**config.mk**
```make
export PLATFORM = sky130hd
export DESIGN_NAME = periodic_job_timer_core
export DESIGN_NICKNAME = d
export VERILOG_FILES = /design/src/hdl/pjt_pkg.sv /design/src/hdl/pjt_ram.sv /design/src/hdl/pjt_scan.sv /design/src/hdl/periodic_job_timer_core.sv
export SDC_FILE = /design/constraint.sdc
export NUM_CORES = 2
export LEC_CHECK = 0
export BUFFER_PORTS_ARGS = -buffer_cell sky130_fd_sc_hd__buf_2
export CAP_MARGIN = 30
export CORE_AREA = 2 2 309 311
export DETAILED_ROUTE_END_ITERATION = 6
export DIE_AREA = 0 0 311 313
export GPL_ROUTABILITY_DRIVEN = 0
export PLACE_DENSITY = 0.79
export SYNTH_ARGS = -nofsm -noshare
export SYNTH_HDL_FRONTEND = slang
export SYNTH_SLANG_ARGS = --single-unit
```
**constraint.sdc**
```tcl
create_clock -name clk_i -period 7.9 [get_ports clk_i]
set_clock_uncertainty 0.2 [all_clocks]
set_input_delay 0.79 -clock clk_i [delete_from_list [all_inputs] [get_ports clk_i]]
set_output_delay 0.79 -clock clk_i [all_outputs]
set_load 0.01 [all_outputs]
```
**src/hdl/pjt_pkg.sv**
```systemverilog
// Package for the periodic job timer: sizes, codes, types and helpers.
// No dependencies; pjt_scan and periodic_job_timer_core import it, pjt_ram does not.
package pjt_pkg;

  localparam int SLOTS       = 16;
  localparam int MAX_RESULTS = 16;

  localparam int DL_W   = 40;  // deadline and tick counter
  localparam int PRD_W  = 32;  // job period
  localparam int SLOT_W = 4;   // slot field of a result
  localparam int KIND_W = 2;

  localparam int IDX_W  = (SLOTS > 1) ? $clog2(SLOTS) : 1;
  localparam int CNT_W  = $clog2(SLOTS + 1);
  localparam int FCNT_W = $clog2(MAX_RESULTS + 1);

  localparam logic [DL_W-1:0] DL_MAX = '1;

  typedef enum logic [KIND_W-1:0] {
    KIND_REG   = 2'd0,
    KIND_FIRED = 2'd1,
    KIND_IDLE  = 2'd2,
    KIND_FULL  = 2'd3
  } kind_e;

  typedef enum logic {
    CMD_REGISTER = 1'b0,
    CMD_TICK     = 1'b1
  } cmd_e;

  typedef enum logic [2:0] {
    ST_IDLE,
    ST_SCAN,
    ST_DRAIN,
    ST_DECIDE,
    ST_FIRE
  } state_e;

  // one evaluated memory entry, towards the minimum tracker
  typedef struct packed {
    logic             vld;
    logic             qual;
    logic [IDX_W-1:0] idx;
    logic [DL_W-1:0]  dl;
  } scan_in_t;

  // running best of a scan
  typedef struct packed {
    logic             found;
    logic [IDX_W-1:0] idx;
    logic [DL_W-1:0]  dl;
  } best_t;

  function automatic logic [DL_W-1:0] sat_add(input logic [DL_W-1:0]  a,
                                              input logic [PRD_W-1:0] b);
    logic [DL_W:0] s;
    s = {1'b0, a} + {{(DL_W+1-PRD_W){1'b0}}, b};
    return s[DL_W] ? DL_MAX : s[DL_W-1:0];
  endfunction

  // slot number masked to the result field
  function automatic logic [SLOT_W-1:0] slot_out(input logic [IDX_W-1:0] idx);
    logic [IDX_W+SLOT_W-1:0] t;
    t = (IDX_W + SLOT_W)'(idx);
    return t[SLOT_W-1:0];
  endfunction

endpackage

```
**src/hdl/pjt_ram.sv**
```systemverilog
// Generic single-write, single-read RAM with registered read data.
// Standalone; used for the deadline and period tables.
module pjt_ram #(
  parameter  int WIDTH = 8,
  parameter  int DEPTH = 16,
  localparam int AW    = (DEPTH > 1) ? $clog2(DEPTH) : 1
) (
  input  logic             clk_i,
  input  logic             we_i,
  input  logic [AW-1:0]    waddr_i,
  input  logic [WIDTH-1:0] wdata_i,
  input  logic [AW-1:0]    raddr_i,
  output logic [WIDTH-1:0] rdata_o
);

  logic [WIDTH-1:0] mem [DEPTH];
  logic [WIDTH-1:0] rdata_q;

  always_ff @(posedge clk_i) begin
    if (we_i) begin
      mem[waddr_i] <= wdata_i;
    end
    rdata_q <= mem[raddr_i];
  end

  assign rdata_o = rdata_q;

endmodule

```
**src/hdl/pjt_scan.sv**
```systemverilog
// Minimum tracker: keeps the earliest qualifying deadline seen during a scan.
// Depends on pjt_pkg.
module pjt_scan (
  input  logic              clk_i,
  input  logic              rst_ni,
  input  logic              clr_i,
  input  pjt_pkg::scan_in_t ent_i,
  output pjt_pkg::best_t    best_o
);
  import pjt_pkg::*;

  logic             found_q;
  logic [IDX_W-1:0] idx_q;
  logic [DL_W-1:0]  dl_q;
  logic             take;

  // strict compare: entries come in ascending slot order, so ties keep the lower slot
  assign take = !clr_i && ent_i.vld && ent_i.qual && (!found_q || (ent_i.dl < dl_q));

  always_ff @(posedge clk_i or negedge rst_ni) begin
    if (!rst_ni) begin
      found_q <= 1'b0;
    end else if (clr_i) begin
      found_q <= 1'b0;
    end else if (take) begin
      found_q <= 1'b1;
    end
  end

  always_ff @(posedge clk_i) begin
    if (take) begin
      idx_q <= ent_i.idx;
      dl_q  <= ent_i.dl;
    end
  end

  assign best_o = '{found: found_q, idx: idx_q, dl: dl_q};

endmodule

```
**src/hdl/periodic_job_timer_core.sv**
```systemverilog
// Periodic job timer top level: control sequencer, slot bookkeeping, result register.
// Depends on pjt_pkg, pjt_ram and pjt_scan.
//
// A register command leaves busy low and its result appears on the next cycle. A tick
// holds busy while it scans: each fired job costs one full pass of the deadline
// memory's single read port, one slot per cycle, to find the earliest due job.
// Every result is shown for exactly one cycle with valid_o high and must be taken
// then; last_o marks the final result of a command.
module periodic_job_timer_core (
  input  logic                       clk_i,
  input  logic                       rst_ni,
  input  logic                       start,
  output logic                       busy,
  input  logic                       cmd_i,
  input  logic [pjt_pkg::PRD_W-1:0]  interval_i,
  output logic                       valid_o,
  output logic [pjt_pkg::KIND_W-1:0] kind_o,
  output logic [pjt_pkg::SLOT_W-1:0] slot_o,
  output logic [pjt_pkg::DL_W-1:0]   due_time_o,
  output logic                       last_o
);
  import pjt_pkg::*;

  state_e             state_q, state_d;
  logic [IDX_W-1:0]   scan_idx_q;
  logic               eval_vld_q;
  logic [IDX_W-1:0]   eval_idx_q;
  logic               first_q;
  logic [SLOTS-1:0]   pending_q;
  logic [CNT_W-1:0]   pend_cnt_q;
  logic [FCNT_W-1:0]  fired_q;
  logic [SLOTS-1:0]   used_q;
  logic [DL_W-1:0]    now_q;

  logic               valid_q, valid_d;
  logic [KIND_W-1:0]  kind_q, kind_d;
  logic [SLOT_W-1:0]  slot_q, slot_d;
  logic [DL_W-1:0]    due_q, due_d;
  logic               last_q, last_d;

  logic               tick_go, reg_go, idle_go, fire_go, fire_last;
  logic               free_found;
  logic [IDX_W-1:0]   free_idx;
  logic [DL_W-1:0]    reg_dl;
  logic [DL_W-1:0]    dl_rdata;
  logic [PRD_W-1:0]   prd_rdata;
  logic               dl_we;
  logic [IDX_W-1:0]   dl_waddr;
  logic [DL_W-1:0]    dl_wdata;
  logic               qual;
  scan_in_t           ent;
  best_t              best;

  // lowest free slot
  always_comb begin
    free_found = 1'b0;
    free_idx   = '0;
    for (int i = SLOTS - 1; i >= 0; i--) begin
      if (!used_q[i]) begin
        free_found = 1'b1;
        free_idx   = IDX_W'(i);
      end
    end
  end

  assign reg_dl = sat_add(now_q, interval_i);

  // first pass of a tick decides which slots are due; later passes reuse that set
  assign qual = first_q ? (used_q[eval_idx_q] && (dl_rdata <= now_q))
                        : pending_q[eval_idx_q];
  assign ent  = '{vld: eval_vld_q, qual: qual, idx: eval_idx_q, dl: dl_rdata};

  assign fire_last = (pend_cnt_q == CNT_W'(1)) || (fired_q == FCNT_W'(MAX_RESULTS - 1));

  always_comb begin
    state_d = state_q;
    tick_go = 1'b0;
    reg_go  = 1'b0;
    idle_go = 1'b0;
    fire_go = 1'b0;
    unique case (state_q)
      ST_IDLE: begin
        if (start) begin
          if (cmd_i == CMD_TICK) begin
            tick_go = 1'b1;
            state_d = ST_SCAN;
          end else begin
            reg_go = 1'b1;
          end
        end
      end
      ST_SCAN: begin
        if (scan_idx_q == IDX_W'(SLOTS - 1)) begin
          state_d = ST_DRAIN;
        end
      end
      ST_DRAIN: begin
        state_d = ST_DECIDE;
      end
      ST_DECIDE: begin
        if (best.found) begin
          state_d = ST_FIRE;
        end else begin
          idle_go = 1'b1;
          state_d = ST_IDLE;
        end
      end
      ST_FIRE: begin
        fire_go = 1'b1;
        state_d = fire_last ? ST_IDLE : ST_SCAN;
      end
      default: state_d = ST_IDLE;
    endcase
  end

  // result payload
  always_comb begin
    valid_d = reg_go || idle_go || fire_go;
    kind_d  = KIND_IDLE;
    slot_d  = '0;
    due_d   = '0;
    last_d  = 1'b1;
    priority if (fire_go) begin
      kind_d = KIND_FIRED;
      slot_d = slot_out(best.idx);
      due_d  = best.dl;
      last_d = fire_last;
    end else if (reg_go && free_found) begin
      kind_d = KIND_REG;
      slot_d = slot_out(free_idx);
      due_d  = reg_dl;
    end else if (reg_go) begin
      kind_d = KIND_FULL;
    end else begin
      kind_d = KIND_IDLE;
    end
  end

  // deadline write-back never overlaps a scan read: writes happen only in idle or fire
  assign dl_we    = (reg_go && free_found) || fire_go;
  assign dl_waddr = fire_go ? best.idx : free_idx;
  assign dl_wdata = fire_go ? sat_add(best.dl, prd_rdata) : reg_dl;

  pjt_ram #(.WIDTH(DL_W), .DEPTH(SLOTS)) u_dl_ram (
    .clk_i   (clk_i),
    .we_i    (dl_we),
    .waddr_i (dl_waddr),
    .wdata_i (dl_wdata),
    .raddr_i (scan_idx_q),
    .rdata_o (dl_rdata)
  );

  // period read of the winner is issued in decide, used in fire
  pjt_ram #(.WIDTH(PRD_W), .DEPTH(SLOTS)) u_prd_ram (
    .clk_i   (clk_i),
    .we_i    (reg_go && free_found),
    .waddr_i (free_idx),
    .wdata_i (interval_i),
    .raddr_i (best.idx),
    .rdata_o (prd_rdata)
  );

  pjt_scan u_scan (
    .clk_i  (clk_i),
    .rst_ni (rst_ni),
    .clr_i  (tick_go || fire_go),
    .ent_i  (ent),
    .best_o (best)
  );

  always_ff @(posedge clk_i or negedge rst_ni) begin
    if (!rst_ni) begin
      state_q    <= ST_IDLE;
      scan_idx_q <= '0;
      eval_vld_q <= 1'b0;
      eval_idx_q <= '0;
      first_q    <= 1'b0;
      pending_q  <= '0;
      pend_cnt_q <= '0;
      fired_q    <= '0;
      used_q     <= '0;
      now_q      <= '0;
      valid_q    <= 1'b0;
    end else begin
      state_q    <= state_d;
      valid_q    <= valid_d;
      eval_vld_q <= (state_q == ST_SCAN);
      eval_idx_q <= scan_idx_q;

      if (tick_go || fire_go) begin
        scan_idx_q <= '0;
      end else if (state_q == ST_SCAN) begin
        scan_idx_q <= scan_idx_q + IDX_W'(1);
      end

      if (tick_go) begin
        now_q      <= sat_add(now_q, PRD_W'(1));
        first_q    <= 1'b1;
        pending_q  <= '0;
        pend_cnt_q <= '0;
        fired_q    <= '0;
      end else begin
        if (state_q == ST_DECIDE) begin
          first_q <= 1'b0;
        end
        if (eval_vld_q && first_q) begin
          pending_q[eval_idx_q] <= qual;
          pend_cnt_q            <= pend_cnt_q + CNT_W'(qual);
        end
        if (fire_go) begin
          pending_q[best.idx] <= 1'b0;
          pend_cnt_q          <= pend_cnt_q - CNT_W'(1);
          fired_q             <= fired_q + FCNT_W'(1);
        end
      end

      if (reg_go && free_found) begin
        used_q[free_idx] <= 1'b1;
      end
    end
  end

  always_ff @(posedge clk_i) begin
    kind_q <= kind_d;
    slot_q <= slot_d;
    due_q  <= due_d;
    last_q <= last_d;
  end

  assign busy       = (state_q != ST_IDLE);
  assign valid_o    = valid_q;
  assign kind_o     = kind_q;
  assign slot_o     = slot_q;
  assign due_time_o = due_q;
  assign last_o     = last_q;

  // pending count tracks the pending set
  a_pend_cnt: assert property (@(posedge clk_i) disable iff (!rst_ni)
    $countones(pending_q) == int'(pend_cnt_q))
    else $error("pending count out of step with pending set");

  // only fired results can be followed by more of the same transaction
  a_not_last: assert property (@(posedge clk_i) disable iff (!rst_ni)
    (valid_o && !last_o) |-> (kind_o == KIND_FIRED))
    else $error("non-final result is not a fired job");

  // fire is reached only with a winner
  a_fire_found: assert property (@(posedge clk_i) disable iff (!rst_ni)
    (state_q == ST_FIRE) |-> best.found)
    else $error("fire without a due slot");

  // busy rises only after an accepted tick
  a_busy_rise: assert property (@(posedge clk_i) disable iff (!rst_ni)
    $rose(busy) |-> $past(start && (cmd_i == CMD_TICK)))
    else $error("busy raised without a tick");

endmodule

```
======== Word-level counts from Yosys, hierarchy flattened ========
Memory sizes are Yosys's and may differ from the RTL's. A register that Yosys moved wholly into a read port is not among the register bits.
Index checks and enable logic that the tools add are counted.
word-level totals
  output and inout bits ................... 49
  bits of input ports ..................... 36
  word-level logic and storage cells ...... 164
  RAM bits ................................ 1,152
  register bits ........................... 188
  memories ................................ 2
memory list
  memory         words  width  read ports  clocked after Yosys merged registers in  wr ports  RTL line       text
  u_dl_ram.mem   16     40     1           1                                        1         pjt_ram.sv:16  logic [WIDTH-1:0] mem [DEPTH];
  u_prd_ram.mem  16     32     1           1                                        1         pjt_ram.sv:16
cells by class
  reduce and logical (&&, ||, !) cells .... 26
  magnitude comparators ................... 8
  mux-type cells .......................... 89
  $add $sub $neg .......................... 7
  bitwise operators ....................... 3
  equality and inequality tests ........... 10
operators by type and width
  kind                     count
  $mux W40                 6
  $mux W4                  21
  $add A40 B32 Y41         2
  $mux W16                 4
  $mux W1                  42
  $add A40 B1 Y41 const B  1
  $le A40 B40 Y1           1
  $lt A40 B40 Y1           1
  $mux W5                  5
  $and A16 B16 Y16         1
  $bwmux W16               1
  $not A16 Y16             1
  $or A16 B16 Y16          1
  $lt A4 B5 Y1 const B     3
  $pmux W3 S5              1
  $demux W1 S4             3
  $ge A4 B1 Y1 const B     3
  $mux W3                  4
  $logic_and A1 B1 Y1      9
  $bmux W1 S4              2
  $reduce_bool A2 Y1       4
  $eq A3 B2 Y1 const B     2
  $logic_or A1 B1 Y1       6
  $ne A2 B2 Y1 const B     3
  14 further kinds         16

======== Depth between registers and ports, before layout ========
  depth after elaboration ................. 21
  mapped depth ............................ 17
  gate-level depth less buffers ........... 16

======== By module ========
From an unflattened synthesis, not the netlist that was laid out.
unflattened totals
  cell total of the unflattened synthesis .. 3,447
  area total of the unflattened synthesis .. 58,826.4 sq um
by module, submodules not included
  module                   cells an instance  sequential area each (sq um)  times used  area each (sq um)
  pjt_ram at u_dl_ram      1,040              20,019.2                      1           25,132.9
  pjt_ram at u_prd_ram     838                16,015.4                      1           19,854.0
  periodic_job_timer_core  1,383              3,343.2                       1           11,483.5
  pjt_scan                 186                1,346.3                       1           2,356.0

======== Worst setup path after synthesis ========
Ideal clock, no wire load.
  path type ............................... reg2reg
  start point ............................. register now_q[38]
  end point ............................... register u_scan.dl_q[0] (enable)
  setup time .............................. 509 ps
  clock period less this slack ............ 6,433 ps
  path slack .............................. 1,467 ps
  arrival ................................. 5,724 ps
  cell stages (with the launch flop) ...... 13
  data required time ...................... 7,191 ps
  path buffers ............................ 2
  cells stage by stage .................... dfrtp_1 > clkbuf_1 > inv_1 > ha_1 > nand4_1 > or2_2 > nor3_1 > nand3_1 > or3_1 > clkbuf_1 > o31ai_1 > a31o_2 > nor3b_1
between the ends
  cells in the longest elaborated chain, start to end .. 5
RTL lines
  what                              RTL line                        text
  start: declaration                periodic_job_timer_core.sv:33   logic [DL_W-1:0] now_q;
  start signal: assignment          periodic_job_timer_core.sv:197  now_q <= sat_add(now_q, PRD_W'(1));
  $le A40 B40 Y1                    periodic_job_timer_core.sv:69   assign qual = first_q ? (used_q[eval_idx_q] && (dl_rdata <= now_q))
  $logic_and A1 B1 Y1               periodic_job_timer_core.sv:69
  $mux W1                           periodic_job_timer_core.sv:69
  $logic_and A1 B1 Y1 (2 in a row)  pjt_scan.sv:18                  assign take = !clr_i && ent_i.vld && ent_i.qual && (!found_q || (ent_i.dl < dl_q));
  named net u_scan.take             pjt_scan.sv:15                  logic take;
  end signal: assignment            pjt_scan.sv:33                  dl_q <= ent_i.dl;
  end: declaration                  pjt_scan.sv:14                  logic [DL_W-1:0] dl_q;
The timed path passes the listed nets, and every way through them passes these cells.
A chain may end at the register's enable or synchronous reset.

======== Worst setup path after layout ========
  start point ............................. register u_scan.dl_q[0]
  end point ............................... memory u_dl_ram.mem[2][30] (netlist bit) (data pin)
between the ends
  cells in the longest elaborated chain, start to end .. 3
RTL lines
  what                    RTL line                        text
  $add A40 B32 Y41        pjt_pkg.sv:57                   s = {1'b0, a} + {{(DL_W+1-PRD_W){1'b0}}, b};
  $mux W40                pjt_pkg.sv:58                   return s[DL_W] ? DL_MAX : s[DL_W-1:0];
  $mux W40                periodic_job_timer_core.sv:142  assign dl_wdata = fire_go ? sat_add(best.dl, prd_rdata) : reg_dl;
  named net dl_wdata[30]  periodic_job_timer_core.sv:49   logic [DL_W-1:0] dl_wdata;
  end: declaration        pjt_ram.sv:16
The timed path passes the listed nets, and every way through them passes these cells.

==> flow_summary_export.csv <==
group,metric,value,unit
status,status,"finished, final reports clean",
route,drt-initial-drc-count,5321,
floorplan,die_w,311,um
synthesis,synth_top_flop_cell,"edfxtp_1",
sta,setup_viol_count_final,0,
synthesis,synth_edf_count,1196,
worst_setup_path,rrSetupSlack,2750,ps
synthesis,async_flop_share,6.87,%
worst_setup_path,cp_data_arrival_time,5330,ps
synthesis,ys_warn_count,0,
worst_setup_path,startpoint_type,"register",
synthesis,synth.cell_area,59000,sq um
cts,clk_latency,760,ps
cts,cts_resized,0,
cts,cts_made_buffers,139,
grt,overflow,0,
final_layout,multi_input_area,17500,sq um
place,hpwl,87.3,mm
cts,cts_max_path_buffers,3,
sta,slew_viol_final,0,
sta,post-route-min-period,5150,ps
cts,cts_max_level,4,
route,wirelength,151,mm
grt,grt_pass1_vias,34400,
sta,relSlewSlack,14.9,%
sta,period_share,65.2,%
floorplan,die_h,313,um
grt,grt_start_max_net_pins,111,
place,dpl.cell_count,4633,
route,vias_per_cell,6.90,
worst_setup_path,crit_type,"reg -> reg",
final_layout,fillers,5695,
sta,worst_slew_pin_slew,1280,ps
cts,post_cts_buffers,0,
final_layout,syn2layout_area_growth,11.5,%
floorplan,start_util,62.6,%
route,dr.pass1.iters,6,
synthesis,yosysSeqAreaShare,69.0,%
floorplan,io_pins,85,
route,dr_total_vias,33900,
power_and_ir_drop,leakage,22.4,nW
final_layout,final_nets,3713,
cts,cts_tree,"done",
power_and_ir_drop,power,22.6,mW
flow_run,drv_cap,0,
worst_setup_path,critPathRequiredTime,8080,ps
route,antenna_left,0,
cts,cts_sinks,1412,
worst_setup_path,crit_fanout,30,
worst_hold_path,hold_path_class,"in -> reg",
power_and_ir_drop,ir_drop,0.254,mV
sta,fin_tns_setup,0,ps
grt,grt_pass1_wl,222,mm
power_and_ir_drop,power_density,343,nW/um^2
cts,clk_pin_slew,60,ps
synthesis,syn-num-nets,3568,
sta,hold_ws,221,ps
sta,hold_viol,0,
synthesis,syn_avg_cell_area,17.5,sq um
worst_setup_path,critPathCaptureType,"register",
final_layout,ff_latch_area,40700,sq um
route,wire_per_inst,30.7,um
cts,root_buffer,"clkbuf_16",
floorplan,rows,113,
sta,rsz0062_at_grt,"no",
grt,grt_util_all_layers,31.3,%
sta,fmax,194,MHz
synthesis,ys_ff_latch,1412,
final_layout,final_cells,4909,
place,io_buffers,84,
grt,antenna_found_initial,15,
route,drc,0,
floorplan,coreArea,94200,sq um
floorplan,die_area,97300,sq um
synthesis,synth_cells,3379,
synthesis,yosys.cell_types.count,87,
final_layout,layout-drive-gt1-share,22.3,%
## cells in the final DEF (no fill, tap or decap), drive strengths merged, types with 13 or more instances in the layout
cell type | netlist | layout
a21o | 59 | 59
a31oi | 14 | 14
or3 | 13 | 13
nand2 | 149 | 149
o21bai | 16 | 16
inv | 105 | 115
clkbuf | 109 | 188
and3 | 20 | 20
o22ai | 23 | 23
nand3 | 53 | 53
nand4 | 39 | 39
nand2b | 16 | 16
xor2 | 36 | 36
nor3 | 63 | 63
o2bb2ai | 14 | 14
clkinv | 0 | 46
nor2b | 16 | 16
nor2 | 170 | 170
a211oi | 23 | 23
dfrtp | 97 | 97
xnor2 | 61 | 61
buf | 42 | 154
o21ai | 115 | 115
edfxtp | 1196 | 1196
a21oi | 121 | 121
dfxtp | 119 | 119
mux4 | 370 | 370
ha | 151 | 151
## flip-flops by register name (all words and copies together) (netlist names)
name	count
u_scan.dl_q	40
u_scan.found_q	1
eval_idx_q	4
first_q	1
u_dl_ram.mem	640
u_dl_ram.rdata_o	40
slot_o	4
scan_idx_q	4
u_prd_ram.rdata_o	32
kind_o	2
state_q	3
pending_q	16
used_q	16
last_o	1
fired_q	5
eval_vld_q	1
pend_cnt_q	5
now_q	40
valid_o	1
u_scan.idx_q	4
u_prd_ram.mem	512
due_time_o	40
## cells in the mapped netlist, types with 16 or more instances
| cell | number | area, sq um |
|---|---|---|
| o21bai_1 | 16 | 120 |
| xor2_1 | 36 | 315 |
| buf_1 | 31 | 116 |
| inv_1 | 105 | 394 |
| nand3_1 | 52 | 260 |
| a21o_1 | 59 | 443 |
| a211oi_1 | 23 | 173 |
| ha_1 | 151 | 1890 |
| mux4_2 | 370 | 8330 |
| clkbuf_1 | 109 | 409 |
| and3_1 | 20 | 125 |
| xnor2_1 | 61 | 534 |
| o21ai_0 | 105 | 526 |
| nor2_1 | 169 | 634 |
| nand2_1 | 149 | 559 |
| nand4_1 | 39 | 244 |
| edfxtp_1 | 1196 | 35900 |
| a21oi_1 | 118 | 591 |
| dfxtp_1 | 119 | 2380 |
| nor2b_1 | 16 | 100 |
| nor3_1 | 62 | 310 |
| dfrtp_1 | 97 | 2430 |
| o22ai_1 | 23 | 144 |
| nand2b_1 | 16 | 100 |
## cell type report
class / instances / share of cell area [%]
clock buffers: 188 / 5.82
diodes: 4 / 0.0152
clock inverters: 69 / 1.05
multi-input cells: 1711 / 26.6
flip-flops and latches: 1412 / 62.0
inverters: 105 / 0.599
well taps: 1265 / 2.41
repair buffers: 155 / 1.54
## where the power goes
part           internal, mW  switching (mW)  total, mW
Combinational          2.69            3.64       6.32
Sequential             8.95           0.744       9.69
Clock                  3.73            2.83       6.57
Total                  15.4            7.21       22.6
## path summary, 6_finish.rpt
check / end / start / cells past startpoint
worst max register to register: u_dl_ram.mem[2][30] / u_scan.dl_q[0] / 13
worst min-delay path: state_q[0] / cmd_i / 3
max in group asynchronous: now_q[7] / rst_ni / 3
min in group asynchronous: fired_q[4] / rst_ni / 2
worst min register to register: u_scan.dl_q[14] / u_dl_ram.rdata_o[14] / 0
worst max-delay path: u_dl_ram.mem[2][30] / u_scan.dl_q[0] / 13
## metrics by stage
stage	utilization, %	instance area (sq um)	worst slack [ps]
after floorplan	-	59000	1470
after global routing	69.8	65800	2570
after CTS	69.7	65600	2810
final	69.8	65800	2750
after detailed placement	64.9	61100	2410
after global placement	64.8	61100	2640
## cells by family after synthesis
family	count (synthesis)	synth area share [%]
buffers and inverters	256	1.67
adder cells (fa/ha/maj)	153	3.27
XOR/XNOR	97	1.44
flip-flops	1412	69.0
AO/OA/AOI/OAI	488	5.41
multiplexers	380	14.3
AND/OR/NAND/NOR	593	4.87
## critical path, stage by stage (launching register included)
cell      delay, ps
edfxtp_1        380
ha_1            230
inv_1            70
fa_1            400
nand2b_1        180
a21oi_1         180
o21ai_0         250
a22oi_2         420
a21oi_1         240
o31a_2          470
nor2_2          250
a21oi_4         110
buf_4           330
a22oi_1        1020
## per-layer routing
metal | up-vias | share of wire [%] | GRT usage [%]
li1 | 13800 | - | -
met1 | 17200 | 36 | 41.3
met2 | 2334 | 49 | 51.7
met3 | 460 | 10 | 6.21
met4 | 8 | 4.5 | 13.5
met5 | - | 0.033 | 0
## repair_timing
item                       4_1_cts  5_1_grt
hold endpoints to repair        33        0
hold buffers                     1        0
setup endpoints to repair        0        0
Note: power is estimated with default switching activity, not from simulation.
